`config.mk`:
```
export PLATFORM = sky130hd
export DESIGN_NAME = qpht_front
export DESIGN_NICKNAME = d
export VERILOG_FILES = /design/src/hw/rtl/qpht_pkg.sv /design/src/hw/rtl/qpht_front.sv
export SDC_FILE = /design/constraint.sdc
export NUM_CORES = 1
export LEC_CHECK = 0
export BUFFER_PORTS_ARGS = -buffer_cell sky130_fd_sc_hd__buf_2
export CORE_MARGIN = 5
export CORE_UTILIZATION = 35
export CTS_CLUSTER_SIZE = 30
export DETAILED_ROUTE_END_ITERATION = 8
export SYNTH_ARGS = -nofsm -noshare
export SYNTH_HDL_FRONTEND = slang
export SYNTH_SLANG_ARGS = --single-unit
```
`constraint.sdc`:
```
create_clock -name clk_i -period 6.7 [get_ports clk_i]
set_input_delay 1.005 -clock clk_i [delete_from_list [all_inputs] [get_ports clk_i]]
set_output_delay 1.005 -clock clk_i [all_outputs]
set_load 0.02 [all_outputs]
```
`src/hw/rtl/qpht_pkg.sv`:
```
// Shared types and constants of the quadratic-probe hash table.
package qpht_pkg;

  // Width and reset value of the table size register.
  localparam int unsigned SIZE_REG_W = 11;
  localparam logic [SIZE_REG_W-1:0] SIZE_REG_RESET = 11'd1024;

  // Output field widths and the padded result bus.
  localparam int unsigned STATUS_W = 3;
  localparam int unsigned SLOT_W = 10;
  localparam int unsigned OUT_TDATA_W = 16;

  // Request op codes as they arrive on the input bus.
  localparam logic [1:0] OP_INSERT = 2'd0;
  localparam logic [1:0] OP_REMOVE = 2'd1;

  // Decoded command handed from the front end to the probe engine.
  typedef enum logic [1:0] {
    CMD_INSERT = 2'd0,
    CMD_REMOVE = 2'd1,
    CMD_SEARCH = 2'd2
  } cmd_e;

  // Result status codes.
  typedef enum logic [STATUS_W-1:0] {
    ST_INSERTED  = 3'd0,
    ST_FULL      = 3'd1,
    ST_REMOVED   = 3'd2,
    ST_NOT_FOUND = 3'd3,
    ST_FOUND     = 3'd4
  } status_e;

endpackage

```
`src/hw/rtl/qpht_front.sv`:
```
// Front end: accepts requests, decodes the op and computes the home slot.
module qpht_front #(
  parameter int unsigned DEPTH    = 1024,
  parameter int unsigned KEY_BITS = 31,
  parameter int unsigned AW       = $clog2(DEPTH),
  parameter int unsigned SW       = $clog2(DEPTH + 1)
) (
  input  logic                 clk_i,
  input  logic                 rst_ni,
  input  logic [SW-1:0]        size_i,
  input  logic                 en_i,
  input  logic                 in_valid_i,
  output logic                 in_ready_o,
  input  logic [1:0]           op_i,
  input  logic [KEY_BITS-1:0]  key_i,
  output logic                 push_valid_o,
  input  logic                 push_ready_i,
  output qpht_pkg::cmd_e       push_cmd_o,
  output logic [KEY_BITS-1:0]  push_key_o,
  output logic [AW-1:0]        push_home_o
);

  localparam int unsigned CW = $clog2(KEY_BITS + 1);

  typedef enum logic [2:0] {
    F_IDLE = 3'b001,
    F_DIV  = 3'b010,
    F_PUSH = 3'b100
  } fstate_e;

  fstate_e state_q, state_d;
  qpht_pkg::cmd_e cmd_q, cmd_d;
  logic [KEY_BITS-1:0] key_q, key_d;
  logic [KEY_BITS-1:0] shf_q, shf_d;
  logic [SW-1:0] rem_q, rem_d;
  logic [CW-1:0] cnt_q, cnt_d;
  logic [SW:0] rem_sh;

  assign in_ready_o   = (state_q == F_IDLE) && en_i;
  assign push_valid_o = (state_q == F_PUSH);
  assign push_cmd_o   = cmd_q;
  assign push_key_o   = key_q;
  assign push_home_o  = AW'(rem_q);

  // One restoring remainder step per cycle, key bits taken from the top.
  always_comb begin
    rem_sh = {rem_q, shf_q[KEY_BITS-1]};
    if (rem_sh >= {1'b0, size_i}) begin
      rem_sh = rem_sh - {1'b0, size_i};
    end
  end

  // Sequencer.
  always_comb begin
    state_d = state_q;
    cmd_d   = cmd_q;
    key_d   = key_q;
    shf_d   = shf_q;
    rem_d   = rem_q;
    cnt_d   = cnt_q;
    unique case (state_q)
      F_IDLE: begin
        if (in_valid_i && en_i) begin
          priority if (op_i == qpht_pkg::OP_INSERT) begin
            cmd_d = qpht_pkg::CMD_INSERT;
          end else if (op_i == qpht_pkg::OP_REMOVE) begin
            cmd_d = qpht_pkg::CMD_REMOVE;
          end else begin
            cmd_d = qpht_pkg::CMD_SEARCH;
          end
          key_d   = key_i;
          shf_d   = key_i;
          rem_d   = '0;
          cnt_d   = CW'(KEY_BITS);
          state_d = F_DIV;
        end
      end
      F_DIV: begin
        rem_d = SW'(rem_sh);
        shf_d = shf_q << 1;
        cnt_d = cnt_q - 1'b1;
        if (cnt_q == CW'(1)) begin
          state_d = F_PUSH;
        end
      end
      F_PUSH: begin
        if (push_ready_i) begin
          state_d = F_IDLE;
        end
      end
      default: state_d = F_IDLE;
    endcase
  end

  always_ff @(posedge clk_i or negedge rst_ni) begin
    if (!rst_ni) begin
      state_q <= F_IDLE;
      cnt_q   <= '0;
    end else begin
      state_q <= state_d;
      cnt_q   <= cnt_d;
    end
  end

  always_ff @(posedge clk_i) begin
    cmd_q <= cmd_d;
    key_q <= key_d;
    shf_q <= shf_d;
    rem_q <= rem_d;
  end

endmodule

```
==> results.md <==
* Max Cap Viol at 0
* Fin area at 4630 um^2
* CTS max path bufs at 2
* ANT nets after route at 0
* Leakage Power at 0.00198 uW
* Slew @ Worst Pin at 1070 ps
* Clk sinks at 83
* Clock Latency Late Sink at 340 ps
* ANT cells at 0
* FMAX at 338 MHz
* Asr flop ratio synth at 0.0964
* Reg2Reg Depth at 9
* Share of layout cells above drive strength 1 at 0.285
* Final GP Congestion at 0.781
* Num ports at 94
* Rel. slew slack at 0.282
* Fin crit period at 2950 ps
* Syn_area_per_cell at 11.3 um^2
* RSZ-0062 raised after global routing: false
* GRT Util Overall at 0.122
* Synth-to-layout area growth at 20.4%
* Number of synthesized register bits at 83
* Via Count at 2,654
* Setup Skew at 4.88 ps
* Clock-pin slew on the worst setup and hold paths at 80 ps
* Final Hold Viols at 0
* Row cnt at 38
* Peak VDD IR at 0.136 mV
* CTS H-tree lvls at 3
* Largest net degree at the start of global routing at 45
* Primary FF master, synth: edfxtp_1
* Antenna violations before repair at 0
* Synth Net Count at 403
* Vias in the first global route at 2,751
* Ys Warns at 0
* CP Launch Type: input pin
* Worst Hold Class: input pin to asynchronous set/reset pin
* 1st-iter DRT viols at 99
* Mapped Area at 3850 um^2
* Die Width at 115 um
* Total congestion overflow at 0
* Crit path required time at 6890 ps
* Setup TNS at 0 ps
* Reg2Reg Launch Point: shf_q[30]
* Wirelength per Cell at 13.9 um
* Die Ht at 115 um
* # nets final at 489
* Drt pass-1 iters at 4
* EDFF count, synth at 75
* Post-CTS setup buffers at 0
* PwrDens at 266 nW/um^2
* Post-cts sizing count at 0
* Root Buffer: clkbuf_8
* Crit-path max FO at 14
* Final wirelength at 7960 um
* Status: complete, no violations
* R2r endpoint: rem_q[6]
* Hold-fix buffers, CTS at 0
* Setup violators final at 0
* Remaining DRCs at 0
* Post-Synthesis Cells at 340
* Initial core utilization at 0.357
* Reg2reg setup slack at 4080 ps
* Post-synthesis sequential area ratio at 0.638
* Setup crit end kind: flop
* I/O Buffers at 93
* Worst endpoint data arrival time at 3150 ps
* Placed inst area at 4400 um^2
* Final Max Tran Viols at 0
* CTS tree: built
* Global-route wire length before repair at 12,800 um
* Vias per std cell at 4.65
* Die Area at 13,200 um^2
* Post-DP HPWL at 5450 um
* Core area at 10,800 um^2
* Netlist cell types at 47
* Crit path kind: input pin to flop
* CTS Buf Count at 9
* Fin crit share at 0.441
[cell usage in the layout, fill, tap and decap left out, types with 4 or more instances in the layout]
cell,netlist,layout
a21oi_1,12,12
buf_2,2,93
clkbuf_8,0,9
dfrtp_1,7,7
edfxtp_1,75,75
ha_1,13,13
inv_1,19,19
nand2_1,107,106
nand3_1,4,4
nor2_1,11,11
nor3_1,4,4
o21a_1,5,5
o21ai_0,12,12
[sequential cells by signal, indices dropped and copies added, names as in the netlist]
| register | cells |
|---|---|
| push_key_o | 31 |
| shf_q | 31 |
| rem_q | 11 |
| cnt_q | 5 |
| state_q | 3 |
| push_cmd_o | 2 |
[synth_stat cells, types with 2 or more instances]
master    count  area [um^2]
a31oi_1       2         12.5
nand2b_1      3         18.8
xnor2_1       3         26.3
or2_2         2         12.5
nand3_1       4         20.0
o21ai_0      12         60.1
or3_1         2         12.5
o31a_1        2         17.5
a21oi_2       2         17.5
inv_1        19         71.3
nand2_1     107          402
o21a_1        5         37.5
nor2_1       11         41.3
clkbuf_1      9         33.8
nor3_1        4         20.0
nor2b_1       3         18.8
edfxtp_1     75         2250
ha_1         13          163
a21oi_1      12         60.1
nand4_1       2         12.5
nor4_1        3         18.8
buf_4        10         75.1
dfrtp_1       7          175
nor2_2        2         12.5
buf_2         2         10.0
a211oi_1      2         15.0
and2_1        2         12.5
[metal layers]
layer	global-route usage	wire (um)
met5	0	0
met4	0.0462	108
met3	0.0342	436
met2	0.201	3970
met1	0.154	3450
[worst max-delay path, stage by stage]
cell      delay (ps)
buf_2            100
ha_1             210
fa_1             390
nand2b_1         210
a21oi_4          250
o21ai_2          120
a21oi_2          500
o21ai_0          190
a21oi_1          180
[area by class of cell]
| cell class | instances | area (um^2) |
|---|---|---|
| fillers | 1045 | 6160 |
| clock inverters | 7 | 115 |
| repair buffers | 96 | 488 |
| clock buffers | 9 | 124 |
| flip-flops and latches | 83 | 2450 |
| inverters | 19 | 71.3 |
| multi-input cells | 217 | 1210 |
| well taps | 140 | 175 |
[kinds of logic after synthesis]
family	synth area share
flip-flops	0.638
buffers and inverters	0.0494
AND/OR/NAND/NOR	0.172
adder cells (fa/ha/maj)	0.0475
XOR/XNOR	0.00910
AO/OA/AOI/OAI	0.0842
[how the worst max path moves through the flow]
stage               slack, ps       from        to  cells past startpoint
CTS                      3780  size_i[0]  rem_q[7]                      9
detailed placement       3380  size_i[0]  rem_q[7]                      9
floorplan                3270       en_i  rem_q[0]                      3
finish                   3750  size_i[0]  rem_q[6]                      9
global placement         3470  size_i[0]  rem_q[7]                      9
global route             3610  size_i[0]  rem_q[6]                      9
[per-stage QoR]
stage	hold WS [ps]	utilization	total power (uW)	std cells	setup WS [ps]
6_report	490	0.429	1230	571	3750
5_1_grt	476	0.429	1290	571	3610
4_1_cts	469	0.429	1250	571	3780
3_5_place_dp	495	0.407	818	555	3380
3_3_place_gp	488	0.407	813	555	3470
2_1_floorplan	470	-	761	340	3270
[report_power, final]
group	switching (uW)	leakage [uW]	internal, uW
logic	114	0.00107	65.0
clock network	181	0.000119	247
registers	14.9	0.000783	610
total	310	0.00198	922
No activity file was read; power rests on OpenSTA's default activity.
