## config.mk

```make
export PLATFORM = sky130hd
export DESIGN_NAME = qpht_queue
export DESIGN_NICKNAME = d
export VERILOG_FILES = /design/src/hw/rtl/qpht_queue.sv
export SDC_FILE = /design/constraint.sdc
export NUM_CORES = 1
export LEC_CHECK = 0
export BUFFER_PORTS_ARGS = -buffer_cell sky130_fd_sc_hd__clkbuf_2
export CAP_MARGIN = 20
export CORE_MARGIN = 3
export CORE_UTILIZATION = 48
export CTS_CLUSTER_DIAMETER = 60
export DETAILED_ROUTE_END_ITERATION = 10
export GPL_ROUTABILITY_DRIVEN = 0
export PLACE_DENSITY = 0.83
export SLEW_MARGIN = 20
export SYNTH_ARGS = -nofsm -noshare
export SYNTH_HDL_FRONTEND = slang
export SYNTH_SLANG_ARGS = --single-unit
```

## constraint.sdc

```tcl
create_clock -name clk_i -period 1.8 [get_ports clk_i]
set_input_delay 0.09 -clock clk_i [delete_from_list [all_inputs] [get_ports clk_i]]
set_output_delay 0.09 -clock clk_i [all_outputs]
set_load 0.01 [all_outputs]
```

## src/hw/rtl/qpht_queue.sv

```systemverilog
// Two-entry queue between the front end and the probe engine.
module qpht_queue #(
  parameter int unsigned W = 8
) (
  input  logic         clk_i,
  input  logic         rst_ni,
  input  logic         push_valid_i,
  output logic         push_ready_o,
  input  logic [W-1:0] push_data_i,
  output logic         pop_valid_o,
  input  logic         pop_ready_i,
  output logic [W-1:0] pop_data_o
);

  logic [W-1:0] buf_q [2];
  logic wr_q, rd_q;
  logic [1:0] cnt_q;
  logic do_push, do_pop;

  assign push_ready_o = (cnt_q != 2'd2);
  assign pop_valid_o  = (cnt_q != 2'd0);
  assign pop_data_o   = buf_q[rd_q];
  assign do_push      = push_valid_i && push_ready_o;
  assign do_pop       = pop_valid_o && pop_ready_i;

  // Pointers and fill count.
  always_ff @(posedge clk_i or negedge rst_ni) begin
    if (!rst_ni) begin
      wr_q  <= 1'b0;
      rd_q  <= 1'b0;
      cnt_q <= 2'd0;
    end else begin
      if (do_push) wr_q <= ~wr_q;
      if (do_pop) rd_q <= ~rd_q;
      cnt_q <= cnt_q + {1'b0, do_push} - {1'b0, do_pop};
    end
  end

  // Entry storage.
  always_ff @(posedge clk_i) begin
    if (do_push) buf_q[wr_q] <= push_data_i;
  end

endmodule

```

==> impl_metrics.ini, run 1 <==
[setup_path]
reg2reg_to = cnt_q[1]$_DFF_PN0_
crit_path_top_delay_cell = dfrtp_1
path_cells = or2_1 -> and2_4 -> ha_1 -> inv_1 -> ha_1 -> xnor2_1 -> xnor2_1
crit_required_ns = 2.02
cp-end-kind = flip-flop
crit_family = adder cells
max_stage_delay_ns = 0.41
rrSetupSlack_ns = 0.13
critical_path_class = reg -> reg
path_depth = 7
worst_setup_path_start_kind = flip-flop
rr_startpoint = cnt_q[1]$_DFF_PN0_
rr_worst_depth = 7
cp_data_arrival_time_ns = 1.89
critPathMaxFanout = 3
startpoint = cnt_q[1]$_DFF_PN0_
crit_buf_inv = 1
critPathCapture = cnt_q[1]$_DFF_PN0_

[detailed_routing]
vias = 428
vias_per_cell = 4.652
drtIter0Drc = 7
drt_wl_total_mm = 1.228
drc = 0
firstDrtPassIters = 4
detail-route-antenna-nets = 0
post_drt_wl_per_cell_um = 13.35

[sta]
hold_violations = 0
fin_crit_sh = 0.9292
fin_crit_ns = 1.673
finClkSkew_ns = 0.003392
hold_ws_ns = 0.09880
setup_viol = 0
tightest_slew_ns = 0.3760
rsz0062_at_grt = no
fin_setup_tns_ns = 0
final_max_slew_viol_count = 0
relSlewSlack = 0.7493
fmax_mhz = 597.9

[synthesis]
syn_nets = 56
yosysWarnings = 0
syn_area_per_cell_um2 = 18.44
synth.area.top_cells = edfxtp_1, dfrtp_1, mux2_1
synth_top_area_share = 0.6204
async_flop_share = 0.2000
synth_top_area_cell = edfxtp_1
synthTopCellsByCount = edfxtp_1, mux2_1, dfrtp_1
syn-instance-count = 42
synth_flop_cell = edfxtp_1
synth_edf_count = 16
ys_seq_elements = 20
yosysSeqAreaShare = 0.7496
netlist_area_um2 = 774.5
yosysUniqueCellTypes = 14
yosysMostFrequentCell = edfxtp_1

[worst_hold_path]
hp-class = in -> reg

[placed_design]
io_buffer_count = 21
dp.cells = 78
dp_hpwl_um = 787.8
dpl-instance-area_um2 = 900.9

[cells_and_area]
fin_cells = 92
layout.nets = 92
drive_gt1_frac = 0.3506
design_area_um2 = 1025
n_antenna_cell = 0
fillerInstances = 102
syn_to_final_growth_pct = 32.31

[floorplan]
start_util = 0.5537
rows = 13
io_pins = 22
core_area_um2 = 1399
dieHeight_um = 46.17
dieArea_um2 = 2132
die_x_um = 46.17

[clocking]
clock_latency_ns = 0.29
cts_root_buffer = clkbuf_4
cts_buffer_depth = 2
cts_sinks = 20
htree_levels = 1
cts_tree = done
cts.clk_slew.worst_paths_ns = 0.10
cts_inserted_buffers = 3

[global_routing]
antenna_found_initial = 0
grt_pass1_vias = 412
grt_usage = 0.1332
grt_pass1_wl_mm = 1.849
grt_overflow = 0
grt_start_max_net_pins = 12

[flow_run]
cap_violations = 0

[power]
power_density_nw_per_um2 = 1398
p_leak_nw = 0.4277
peakVddDrop_uv = 794.3

[run_status]
outcome = complete, no violations
-- worst min-delay path: stages --
cell	delay, ns
clkbuf_2	0.08
and2_4	0.13
xor2_1	0.05
-- routing by layer --
layer / wire [µm] / up-vias / part of all wire / track usage
li1: - / 224 / - / -
met1: 499 / 184 / 0.41 / 0.1527
met2: 632 / 16 / 0.51 / 0.2253
met3: 65 / 4 / 0.053 / 0.03516
met4: 30 / 0 / 0.024 / 0.06818
met5: 0 / - / 0 / 0
-- kinds of logic after synthesis --
family,synth area share
xor gates and xnor gates,0.04524
buffers and inverters,0.01130
and+or+nand+nor,0.04524
muxes,0.1163
adders and majority gates,0.03231
DFF,0.7496
-- layout make-up --
| class | instances | area, µm² | share of cell area |
|---|---|---|---|
| inverters | 1 | 3.754 | 0.003663 |
| repair buffers | 32 | 210.2 | 0.2051 |
| flip-flops and latches | 20 | 580.6 | 0.5665 |
| multi-input cells | 20 | 185.2 | 0.1807 |
| clock buffers | 4 | 26.28 | 0.02564 |
| well taps | 15 | 18.77 | 0.01832 |
-- where the power goes --
part           switching, mW  internal [mW]
sequential            0.0769          0.646
clock                  0.123         0.0861
combinational          0.237          0.263
-- registers in the layout, indices dropped and copies added, names as in the netlist --
name,flops
cnt_q,2
rd_q,1
wr_q,1
buf_q,16
-- layout by cell type (no fill, tap or decap), drive strengths merged --
| cell type | count |
|---|---|
| and2 | 1 |
| and3 | 1 |
| buf | 2 |
| clkbuf | 25 |
| dfrtp | 4 |
| dlygate4sd3 | 9 |
| edfxtp | 16 |
| ha | 2 |
| inv | 1 |
| mux2 | 8 |
| nand2 | 1 |
| nand2b | 1 |
| nor2 | 1 |
| or2 | 1 |
| xnor2 | 3 |
| xor2 | 1 |
-- repair_timing --
action	in CTS	in global routing
endpoints found under the setup margin	0	1
setup buffers	0	1
hold buffers	8	1
gates resized for setup	0	0
hold endpoints to repair	18	2
-- how the worst min path moves through the flow --
stage | startpoint | cells after the start | to | slack, ns
3_5_place_dp | rst_ni | 1 | cnt_q[0]$_DFF_PN0_ | -0.1
2_1_floorplan | rst_ni | 0 | cnt_q[0]$_DFF_PN0_ | -0.21
5_1_grt | pop_ready_i | 3 | rd_q$_DFFE_PN0P_ | 0.09
4_1_cts | push_data_i[1] | 1 | buf_q[1][1]$_DFFE_PP_ | 0.002
3_3_place_gp | rst_ni | 1 | cnt_q[0]$_DFF_PN0_ | -0.1
6_report | pop_ready_i | 3 | rd_q$_DFFE_PN0P_ | 0.1
-- per-stage QoR --
| step | worst slack (ns) | power, mW | util |
|---|---|---|---|
| 2_1_floorplan | 0.1405 | 1.043 | - |
| 3_3_place_gp | 0.1701 | 1.202 | 0.6440 |
| 3_5_place_dp | 0.1247 | 1.218 | 0.6440 |
| 4_1_cts | 0.09945 | 1.436 | 0.7200 |
| 5_1_grt | 0.01164 | 1.545 | 0.7326 |
| 6_report | 0.1274 | 1.433 | 0.7326 |
Note: power is estimated with default switching activity, not from simulation.
==> inputs of run 2 (changes only) <==
- clock period: 1.8 -> 1.55 ns (I/O delays scaled with it)
==> impl_metrics.ini, run 2 (synthesized netlist as in run 1, its figures left out) <==
[setup_path]
cp_data_arrival_time_ns = 1.84
rrSetupSlack_ns = -0.07
critPathMaxFanout = 3
cp-end-kind = flip-flop
worst_setup_path_start_kind = flip-flop
critical_path_class = reg -> reg
crit_required_ns = 1.77

[floorplan]
start_util = 0.5537
die_x_um = 46.17
dieArea_um2 = 2132
dieHeight_um = 46.17
rows = 13
core_area_um2 = 1399
io_pins = 22

[cells_and_area]
final_cell_mix = clkbuf_2, edfxtp_1, dlygate4sd3_1
drive_gt1_frac = 0.4568
layout.nets = 97
multiInputGateArea_um2 = 220.2
largest_reg_flops = 16
final_common_cell = clkbuf_2
syn_to_final_growth_pct = 41.20
n_antenna_cell = 0
largest_register = buf_q
fillerInstances = 90
biggestRegsByFlops = buf_q x16, cnt_q x2
seq_area_um2 = 580.6

[sta]
finClkSkew_ns = 0.002679
fin_crit_ns = 1.621
setup_viol = 1
hold_violations = 0
fin_ws_ns = -0.07099
fin_crit_sh = 1.046
relSlewSlack = 0.7420
tightest_slew_ns = 0.3870
fin_setup_tns_ns = -0.07099
fmax_mhz = 616.9
rsz0062_at_grt = yes
final_max_slew_viol_count = 0

[detailed_routing]
drt_wl_total_mm = 1.324
vias = 490
drc = 0
wl_met1_um = 515
detail-route-antenna-nets = 0
met3_wirelength_um = 66
post_drt_wl_per_cell_um = 13.79
drtIter0Drc = 10
dr.max_layer_used = met4
met2WireLength_um = 724
vias_per_cell = 5.104
firstDrtPassIters = 3

[global_routing]
grt_pass1_wl_mm = 2.125
grt_start_max_net_pins = 11
grt_overflow = 0
grt_usage = 0.1499
antenna_found_initial = 0
grt_pass1_vias = 493

[power]
fin_total_pwr_mw = 1.847
p_leak_nw = 0.4563
power_density_nw_per_um2 = 1689
peakVddDrop_uv = 1075

[clocking]
cts_sinks = 20
clock_latency_ns = 0.29
cts_inserted_buffers = 3
cts.clk_slew.worst_paths_ns = 0.10
cts_tree = done
cts_buffer_depth = 2
htree_levels = 1
cts_root_buffer = clkbuf_4

[run_status]
violations = negative setup slack
outcome = complete, but fails checks

[placed_design]
dp_hpwl_um = 949.3
io_buffer_count = 21

[flow_run]
cap_violations = 0

[worst_hold_path]
hp-class = in -> async
run 2: cell types whose count changed in the layout (fill, tap and decap cells not counted), sizes merged:
| cell | previous run | this run |
|---|---|---|
| buf | 2 | 7 |
| clkbuf | 25 | 24 |
run 2: worst paths after layout:
path	startpoint	endpoint	cells past startpoint
setup / recovery	cnt_q[1]$_DFF_PN0_	cnt_q[1]$_DFF_PN0_	7
hold / removal	rst_ni	wr_q$_DFFE_PN0N_	2
setup reg to reg	cnt_q[1]$_DFF_PN0_	cnt_q[1]$_DFF_PN0_	7
hold reg to reg	wr_q$_DFFE_PN0N_	wr_q$_DFFE_PN0N_	1
max in group asynchronous	rst_ni	cnt_q[1]$_DFF_PN0_	2
min in group clk_i	push_valid_i	wr_q$_DFFE_PN0N_	3
run 2: cell type report:
cell class	instances	share of cell area
Clock buffer	3	0.02059
Inverter	1	0.003432
Multi-Input combinational cell	20	0.2014
Sequential cell	20	0.5309
Tap cell	15	0.01716
Timing Repair Buffer	37	0.2265
run 2: report_power, final:
part	internal (mW)	switching, mW	total [mW]
clock	0.0904	0.140	0.230
combinational	0.433	0.337	0.770
sequential	0.751	0.0948	0.846
total	1.27	0.572	1.85
run 2: critical path: stages (launching register included):
cell and delay, ns:
dfrtp_1 0.42, or2_4 0.24, and2_4 0.15, ha_4 0.26, inv_2 0.04, ha_4 0.15
xnor2_2 0.16, xnor2_1 0.13
run 2: layer usage:
layer / track usage / vias to the layer above
li1: - / 233
met1: 0.1538 / 239
met2: 0.2720 / 15
met3: 0.04688 / 3
met4: 0.06818 / 0
met5: 0 / -
run 2: through the flow:
stage / util / setup WS [ns] / hold WS (ns) / area, µm² / std cells
6_report: 0.7818 / -0.07099 / 0.1136 / 1094 / 96
2_1_floorplan: - / -0.05369 / -0.2181 / 779.5 / 42
3_3_place_gp: 0.6637 / -0.04240 / -0.1085 / 928.4 / 81
4_1_cts: 0.7764 / -0.07002 / 0.1188 / 1086 / 95
5_1_grt: 0.7818 / -0.1369 / 0.1076 / 1094 / 96
3_5_place_dp: 0.6637 / -0.1200 / -0.1043 / 928.4 / 81
run 2: what timing repair did:
item                                   4_1_cts  5_1_grt
setup endpoints to repair                    1        1
hold buffers                                 9        0
pin swaps                                    5        5
endpoints found under the hold margin       20        0
setup buffers                                2        1
gates resized for setup                      4        0
==> inputs of run 3 (changes only) <==
- RECOVER_POWER: not set -> 50
==> impl_metrics.ini, run 3 (synthesized netlist as in run 1, its figures left out) <==
[power]
peakVddDrop_uv = 1079
p_leak_nw = 0.4358
power_density_nw_per_um2 = 1696

[clocking]
cts_tree = done
clock_latency_ns = 0.29
cts.clk_slew.worst_paths_ns = 0.10
cts_buffer_depth = 2
cts_sinks = 20
cts_root_buffer = clkbuf_4
htree_levels = 1
cts_inserted_buffers = 3

[placed_design]
dp.cells = 81
preCtsSetupSlack_ns = -0.1200
dp_hpwl_um = 949.3
io_buffer_count = 21

[sta]
relSlewSlack = 0.7456
tightest_slew_ns = 0.3816
fmax_mhz = 618.3
setup_viol = 1
final_max_slew_viol_count = 0
finClkSkew_ns = 0.004219
fin_ws_ns = -0.06745
fin_crit_ns = 1.617
hold_violations = 0
fin_crit_sh = 1.044
rsz0062_at_grt = yes

[setup_path]
cp_data_arrival_time_ns = 1.80
cp-end-kind = flip-flop
critical_path_class = reg -> reg
rrSetupSlack_ns = -0.07
rr_worst_depth = 7
worst_setup_path_start_kind = flip-flop
critPathMaxFanout = 3
crit_required_ns = 1.73
reg2reg_to = cnt_q[1]$_DFF_PN0_
rr_startpoint = cnt_q[1]$_DFF_PN0_

[floorplan]
dieArea_um2 = 2132
die_x_um = 46.17
dieHeight_um = 46.17
io_pins = 22
rows = 13
start_util = 0.5537
core_area_um2 = 1399

[cells_and_area]
final_common_cell = edfxtp_1
biggestRegsByFlops = buf_q x16, cnt_q x2
fillerInstances = 95
drive_gt1_frac = 0.3704
multiInputGateArea_um2 = 220.2
final_cell_mix = edfxtp_1, clkbuf_2, dlygate4sd3_1
fin_cells = 96
syn_to_final_growth_pct = 40.06
n_antenna_cell = 0
largest_reg_flops = 16
seq_area_um2 = 580.6
largest_register = buf_q
layout.nets = 97

[global_routing]
grt_pass1_vias = 493
antenna_found_initial = 0
grt_start_max_net_pins = 11
grt_usage = 0.1499
grt_overflow = 0
grt_pass1_wl_mm = 2.125

[detailed_routing]
post_drt_wl_per_cell_um = 13.77
drc = 0
drt_wl_total_mm = 1.322
drtIter0Drc = 10
vias_per_cell = 5.167
detail-route-antenna-nets = 0
vias = 496
firstDrtPassIters = 3

[run_status]
violations = negative setup slack
outcome = complete, but fails checks

[flow_run]
cap_violations = 0

[worst_hold_path]
hp-class = in -> async
==> run 3: routing by layer <==
| layer | share of wire | track usage |
|---|---|---|
| met1 | 0.40 | 0.1538 |
| met2 | 0.54 | 0.2720 |
| met3 | 0.049 | 0.04688 |
| met4 | 0.013 | 0.06818 |
| met5 | 0 | 0 |
==> run 3: cell type report <==
cell class	count	area share
clock buffers	3	0.02076
inverters	1	0.003460
multi-input cells	20	0.2030
flip-flops and latches	20	0.5352
well taps	15	0.01730
repair buffers	37	0.2203
==> run 3: through the flow <==
| stage | power, mW | util | cell area [µm²] | setup TNS, ns | hold WS (ns) |
|---|---|---|---|---|---|
| 6_report | 1.840 | 0.7755 | 1085 | -0.06745 | 0.1377 |
| 5_1_grt | 1.973 | 0.7755 | 1085 | -0.1369 | 0.1454 |
| 4_1_cts | 1.841 | 0.7764 | 1086 | -0.07002 | 0.1188 |
| 3_5_place_dp | 1.481 | 0.6637 | 928.4 | -0.1200 | -0.1043 |
| 3_3_place_gp | 1.454 | 0.6637 | 928.4 | -0.04240 | -0.1085 |
| 2_1_floorplan | 1.227 | - | 779.5 | -0.05369 | -0.2181 |
==> run 3: timing repair <==
item                       4_1_cts  5_1_grt
setup buffers                    2        1
hold endpoints to repair        20        0
setup endpoints to repair        1        1
pin swaps                        5        5
hold buffers                     9        0
gates resized for setup          4        0
==> run 3: worst max-delay path by stage <==
stage | startpoint | end | slack (ns) | cells past startpoint
2_1_floorplan | cnt_q[0]$_DFF_PN0_ | cnt_q[1]$_DFF_PN0_ | -0.05 | 7
3_3_place_gp | cnt_q[0]$_DFF_PN0_ | cnt_q[1]$_DFF_PN0_ | -0.04 | 7
3_5_place_dp | cnt_q[0]$_DFF_PN0_ | cnt_q[1]$_DFF_PN0_ | -0.12 | 7
4_1_cts | cnt_q[1]$_DFF_PN0_ | cnt_q[1]$_DFF_PN0_ | -0.07 | 7
5_1_grt | cnt_q[1]$_DFF_PN0_ | cnt_q[1]$_DFF_PN0_ | -0.14 | 7
6_report | cnt_q[1]$_DFF_PN0_ | cnt_q[1]$_DFF_PN0_ | -0.07 | 7
==> run 3: power breakdown <==
group,switching [mW],internal (mW),total (mW)
registers,0.0946,0.751,0.846
clock network,0.139,0.0904,0.230
logic,0.336,0.428,0.764
==> run 3: critical path, cell delays in order, from the launching register on <==
cell and delay [ns]:
dfrtp_1 0.42, or2_4 0.24, and2_4 0.15, ha_4 0.26, inv_2 0.04, ha_4 0.15, xnor2_2 0.13, xnor2_1 0.12
